## src/b2b_pkg.sv

```systemverilog
package b2b_pkg;

   localparam int B2B_WORD_W = 64;
   localparam int B2B_ROUNDS = 12;
   localparam int B2B_ROUNDS_MAX = 12;
   localparam logic [63:0] B2B_PARAM_RESET = 64'h0000_0000_0101_0040;

   typedef struct packed {
      logic       msg_wr;
      logic       first;
      logic       last;
      logic [3:0] wr_pos;
      logic       init;
      logic       step;
      logic [1:0] phase;
      logic [3:0] rd_row;
      logic [1:0] rd_phase;
      logic       fold;
      logic [2:0] emit_idx;
   } b2b_cmd_type;

   function automatic logic [63:0] iv_word(input logic [2:0] idx);
      logic [63:0] w;
      unique case (idx)
         3'd0: w = 64'h6A09E667F3BCC908;
         3'd1: w = 64'hBB67AE8584CAA73B;
         3'd2: w = 64'h3C6EF372FE94F82B;
         3'd3: w = 64'hA54FF53A5F1D36F1;
         3'd4: w = 64'h510E527FADE682D1;
         3'd5: w = 64'h9B05688C2B3E6C1F;
         3'd6: w = 64'h1F83D9ABFB41BD6B;
         3'd7: w = 64'h5BE0CD19137E2179;
      endcase
      return w;
   endfunction

   // One schedule row packed as sixteen nibbles, slot 0 in the top nibble.
   function automatic logic [63:0] sched_row(input logic [3:0] row);
      logic [63:0] r;
      unique case (row)
         4'd0:    r = 64'h0123456789ABCDEF;
         4'd1:    r = 64'hEA489FD61C02B753;
         4'd2:    r = 64'hB8C052FDAE367194;
         4'd3:    r = 64'h7931DCBE265A40F8;
         4'd4:    r = 64'h905724AFE1BC683D;
         4'd5:    r = 64'h2C6A0B834D75FE19;
         4'd6:    r = 64'hC51FED4A0763928B;
         4'd7:    r = 64'hDB7EC13950F4862A;
         4'd8:    r = 64'h6FE9B308C2D714A5;
         4'd9:    r = 64'hA2847615FB9E3CD0;
         default: r = 64'h0123456789ABCDEF;
      endcase
      return r;
   endfunction

endpackage

```

## src/b2b_ctrl.sv

```systemverilog
module b2b_ctrl import b2b_pkg::*; #(
   parameter int ROUNDS = B2B_ROUNDS
) (
   input  logic        clock,
   input  logic        reset,
   input  logic        req_valid,
   output logic        req_ready,
   output logic        rsp_valid,
   input  logic        rsp_ready,
   output b2b_cmd_type cmd
);

   localparam int RW = (ROUNDS > 1) ? $clog2(ROUNDS) : 1;
   localparam logic [RW-1:0] RND_LAST = RW'(ROUNDS - 1);

   localparam logic [2:0] ST_IDLE  = 3'd0;
   localparam logic [2:0] ST_INIT  = 3'd1;
   localparam logic [2:0] ST_ROUND = 3'd2;
   localparam logic [2:0] ST_FOLD  = 3'd3;
   localparam logic [2:0] ST_EMIT  = 3'd4;

   logic [2:0]    state_ff, state_in;
   logic [3:0]    pos_ff, pos_in;
   logic [3:0]    row_ff, row_in;
   logic [1:0]    phase_ff, phase_in;
   logic [RW-1:0] rnd_ff, rnd_in;
   logic [2:0]    idx_ff, idx_in;
   logic          req_xfer;
   logic          rsp_xfer;

   assign req_ready = (state_ff == ST_IDLE);
   assign rsp_valid = (state_ff == ST_EMIT);
   assign req_xfer  = req_valid && req_ready;
   assign rsp_xfer  = rsp_valid && rsp_ready;

   always_comb begin
      state_in = state_ff;
      pos_in   = pos_ff;
      row_in   = row_ff;
      phase_in = phase_ff;
      rnd_in   = rnd_ff;
      idx_in   = idx_ff;

      cmd          = '0;
      cmd.msg_wr   = req_xfer;
      cmd.first    = (pos_ff == 4'd0);
      cmd.last     = (pos_ff == 4'd15);
      cmd.wr_pos   = pos_ff;
      cmd.phase    = phase_ff;
      cmd.emit_idx = idx_ff;
      // prefetch the message words of the following half step
      if (phase_ff == 2'd3) begin
         cmd.rd_row   = (row_ff == 4'd9) ? 4'd0 : row_ff + 4'd1;
         cmd.rd_phase = 2'd0;
      end else begin
         cmd.rd_row   = row_ff;
         cmd.rd_phase = phase_ff + 2'd1;
      end

      unique case (state_ff)
         ST_IDLE: begin
            if (req_xfer) begin
               pos_in = pos_ff + 4'd1;
               if (pos_ff == 4'd15) state_in = ST_INIT;
            end
         end
         ST_INIT: begin
            cmd.init     = 1'b1;
            cmd.rd_row   = 4'd0;
            cmd.rd_phase = 2'd0;
            row_in       = 4'd0;
            phase_in     = 2'd0;
            rnd_in       = '0;
            state_in     = ST_ROUND;
         end
         ST_ROUND: begin
            cmd.step = 1'b1;
            phase_in = phase_ff + 2'd1;
            if (phase_ff == 2'd3) begin
               row_in = (row_ff == 4'd9) ? 4'd0 : row_ff + 4'd1;
               rnd_in = rnd_ff + 1'b1;
               if (rnd_ff == RND_LAST) state_in = ST_FOLD;
            end
         end
         ST_FOLD: begin
            cmd.fold = 1'b1;
            idx_in   = 3'd0;
            state_in = ST_EMIT;
         end
         ST_EMIT: begin
            if (rsp_xfer) begin
               idx_in = idx_ff + 3'd1;
               if (idx_ff == 3'd7) state_in = ST_IDLE;
            end
         end
         default: state_in = ST_IDLE;
      endcase
   end

   always_ff @(posedge clock) begin
      if (reset) begin
         state_ff <= ST_IDLE;
         pos_ff   <= 4'd0;
         row_ff   <= 4'd0;
         phase_ff <= 2'd0;
         rnd_ff   <= '0;
         idx_ff   <= 3'd0;
      end else begin
         state_ff <= state_in;
         pos_ff   <= pos_in;
         row_ff   <= row_in;
         phase_ff <= phase_in;
         rnd_ff   <= rnd_in;
         idx_ff   <= idx_in;
      end
   end

endmodule

```

## config.mk

```make
export PLATFORM = sky130hd
export DESIGN_NAME = b2b_ctrl
export DESIGN_NICKNAME = d
export VERILOG_FILES = /design/src/b2b_pkg.sv /design/src/b2b_ctrl.sv
export SDC_FILE = /design/constraint.sdc
export NUM_CORES = 1
export LEC_CHECK = 0
export CAP_MARGIN = 20
export CORE_MARGIN = 10
export CORE_UTILIZATION = 65
export DETAILED_ROUTE_END_ITERATION = 7
export DONT_BUFFER_PORTS = 1
export GPL_ROUTABILITY_DRIVEN = 0
export PLACE_DENSITY = 0.84
export SYNTH_ARGS = -nofsm -noshare
export SYNTH_HDL_FRONTEND = slang
export SYNTH_SLANG_ARGS = --single-unit
```

## constraint.sdc

```tcl
create_clock -name clock -period 2.9 [get_ports clock]
set_clock_uncertainty 0.2 [all_clocks]
set_input_delay 0.29 -clock clock [delete_from_list [all_inputs] [get_ports clock]]
set_output_delay 0.29 -clock clock [all_outputs]
set_load 0.1 [all_outputs]
```

==> summary.txt <==
Finish
  • Antenna cells: 0
  • Final core utilization: 0.915
  • # nets final: 160
  • Design area: 1430 um2
  • Area grow syn2layout: 27.8%
  • Most common cell after layout, fill and taps aside: buf_4
  • Layout cells sized above 1: 0.275
  • Filler cell count: 57
  • Most frequent cells in the layout: buf_4, dfxtp_1, a21oi_1, nor2_1, nand2_1

Die
  • Row cnt: 14
  • Die area: 3770 um2
  • Initial Utilization: 0.716
  • Die Y-Extent: 61.4 um
  • # IOs: 27
  • Die Wd: 61.4 um
  • Placeable Area: 1560 um2

Synthesis
  • Most used DFF post-synth: dfxtp_1
  • Syn Inst Count: 133
  • Post-synth ARST share: 0
  • Top-area cell type share of the netlist area: 0.359
  • EDFF count, synth: 0
  • Top post-synthesis cells by area: dfxtp_1, ha_1, a21oi_1, nor2_1, nand2_1
  • Syn Area/Cell: 8.39 um2
  • Net Count, Synth: 143
  • Synth warn: 0
  • FF+latch count, synth: 20
  • Synth cell types: 34
  • Largest area contributor in the netlist: dfxtp_1
  • Syn Std Cell Area: 1120 um2
  • Seq/Total Area, Yosys: 0.359

Clocking
  • H-tree Lvls: 1
  • Post-CTS setup buffer count: 0
  • Clock-pin slew on the worst setup and hold paths: 0.13 ns
  • Inserted Clock Buffers: 3
  • Post-CTS resize count: 0
  • CTS Buffer Depth: 2
  • Clock latency on the worst-skew pair: 0.30 ns
  • TritonCTS clock tree: yes
  • CTS Root Cell: clkbuf_4
  • Clk sinks: 20

Routing
  • First-pass DRT Iterations: 4
  • Vias per Instance: 6.47
  • Initial DRC count: 44
  • WL/cell: 20.9 um
  • DRC: 0
  • Final Routed Wirelength: 3450 um
  • Final ANT Viol Nets: 0
  • Vias: 1068

STA
  • # setup viols final: 0
  • Final hold violations: 0
  • Fmax: 0.373 GHz
  • Slew @ Worst Pin: 0.761 ns
  • RSZ-0062 raised after global routing: false
  • Hold Slack: 0.00152 ns
  • Max Slew Vio Count: 0
  • Fin crit share: 0.925
  • Setup slack after layout: 0.217 ns
  • Fin crit period: 2.68 ns
  • Slew headroom: 0.491

Critical path
  • CP endpoint: cmd[13]
  • Reg2reg setup slack: 0.53 ns
  • Crit path capture type: primary output
  • Worst reg-to-reg path cell count: 4
  • WP data arrival: 2.19 ns
  • Crit path kind: register to primary output
  • Critical path launch point: state_ff[0]
  • R2r endpoint: row_ff[2]
  • Worst Path Max Fanout: 12
  • Worst R2R Start: state_ff[0]
  • Req. time, crit path: 2.41 ns
  • Startpoint Class: register

Worst hold path
  • Min-delay worst type: primary input to register

Placed design
  • Pre-CTS setup slack: 0.597 ns
  • DP Wirelength: 2230 um
  • IO buf count: 0
  • Placed cell area: 1350 um2

Global route
  • Grt ovf: 0
  • GRT Total Usage: 0.196
  • First-pass GRT wire length: 5480 um
  • Initial antenna violation count: 0
  • Largest net degree at the start of global routing: 22
  • Vias in the first global route: 1052

Pwr
  • Leak: 0.000564 uW
  • Pwr/cell area: 419 nW/um2
  • Maximum vdd drop: 355 uV

Status
  • Status: finished, final reports clean

Job
  • Max cap viols: 0
routing by layer:
layer	GRT usage	up-vias	part of all wire
met5	0	-	0
li1	-	499	-
met2	0.330	66	0.49
met1	0.226	491	0.38
met4	0.0892	0	0.035
met3	0.0556	12	0.091
worst max-delay path, cell delays in order, from the launching register on:
cell and delay [ns]:
dfxtp_1 0.77, nor3b_4 0.70, buf_4 0.41
layout make-up:
cell class | instances | area, um2 | share of cell area
inverter | 5 | 18.8 | 0.0132
clock inverter | 1 | 30.0 | 0.0211
timing repair buffer | 23 | 218 | 0.153
tap | 16 | 20.0 | 0.0140
multi-input combinational | 97 | 709 | 0.497
sequential | 20 | 408 | 0.286
clock buffer | 3 | 22.5 | 0.0158
Yosys cell counts (2+ instances only):
master,n
a211oi_1,2
a21oi_1,13
a22oi_1,2
a31oi_1,2
buf_2,2
buf_4,3
clkbuf_1,5
dfxtp_1,20
ha_1,6
inv_1,5
mux2i_1,2
nand2_1,10
nand2b_1,2
nand3_1,3
nand3b_1,3
nand4_1,2
nor2_1,14
nor2b_1,3
nor3_1,7
nor3b_1,2
nor3b_2,2
o211ai_1,2
o21ai_0,4
xnor2_1,4
xor2_1,4
cell families after synthesis:
kind of cell | count (synthesis) | synth area share
xor gates and xnor gates | 8 | 0.0628
muxes | 2 | 0.0179
and+or+nand+nor | 55 | 0.286
buffers and inverters | 16 | 0.0729
AOI/OAI and AO/OA | 26 | 0.135
DFF | 20 | 0.359
adders and majority gates | 6 | 0.0673
power by group:
part           leakage (uW)  internal [uW]  switching, uW
registers          0.000163            276           1.57
logic              0.000373           22.2           63.3
clock network     0.0000279            140           95.1
stage by stage:
step | TNS, ns | cells | total power [uW]
final | 0 | 165 | 598
after global placement | 0 | 159 | 360
after floorplan | -1.25 | 133 | 347
after global routing | 0 | 165 | 609
after detailed placement | 0 | 159 | 361
after CTS | 0 | 165 | 594
repair_timing:
| item | in CTS | in global routing |
|---|---|---|
| hold endpoints to repair | 20 | 0 |
| hold buffers | 2 | 0 |
| setup endpoints to repair | 0 | 0 |
worst min-delay path by stage:
stage | start | to | slack (ns) | cells past startpoint
final | rsp_ready | state_ff[2] | 0.002 | 3
after global routing | rsp_ready | state_ff[2] | 0.002 | 3
after CTS | rsp_ready | state_ff[2] | 0.002 | 3
after detailed placement | reset | phase_ff[0] | 0.16 | 1
after global placement | reset | phase_ff[1] | 0.16 | 1
after floorplan | rsp_ready | idx_ff[0] | 0.25 | 2
state kept, by name (all words and copies together) (netlist names):
name and cells:
phase_ff 2, idx_ff 3, row_ff 4, rnd_ff 4, state_ff 3, pos_ff 4
No activity file was read; power rests on OpenSTA's default activity.
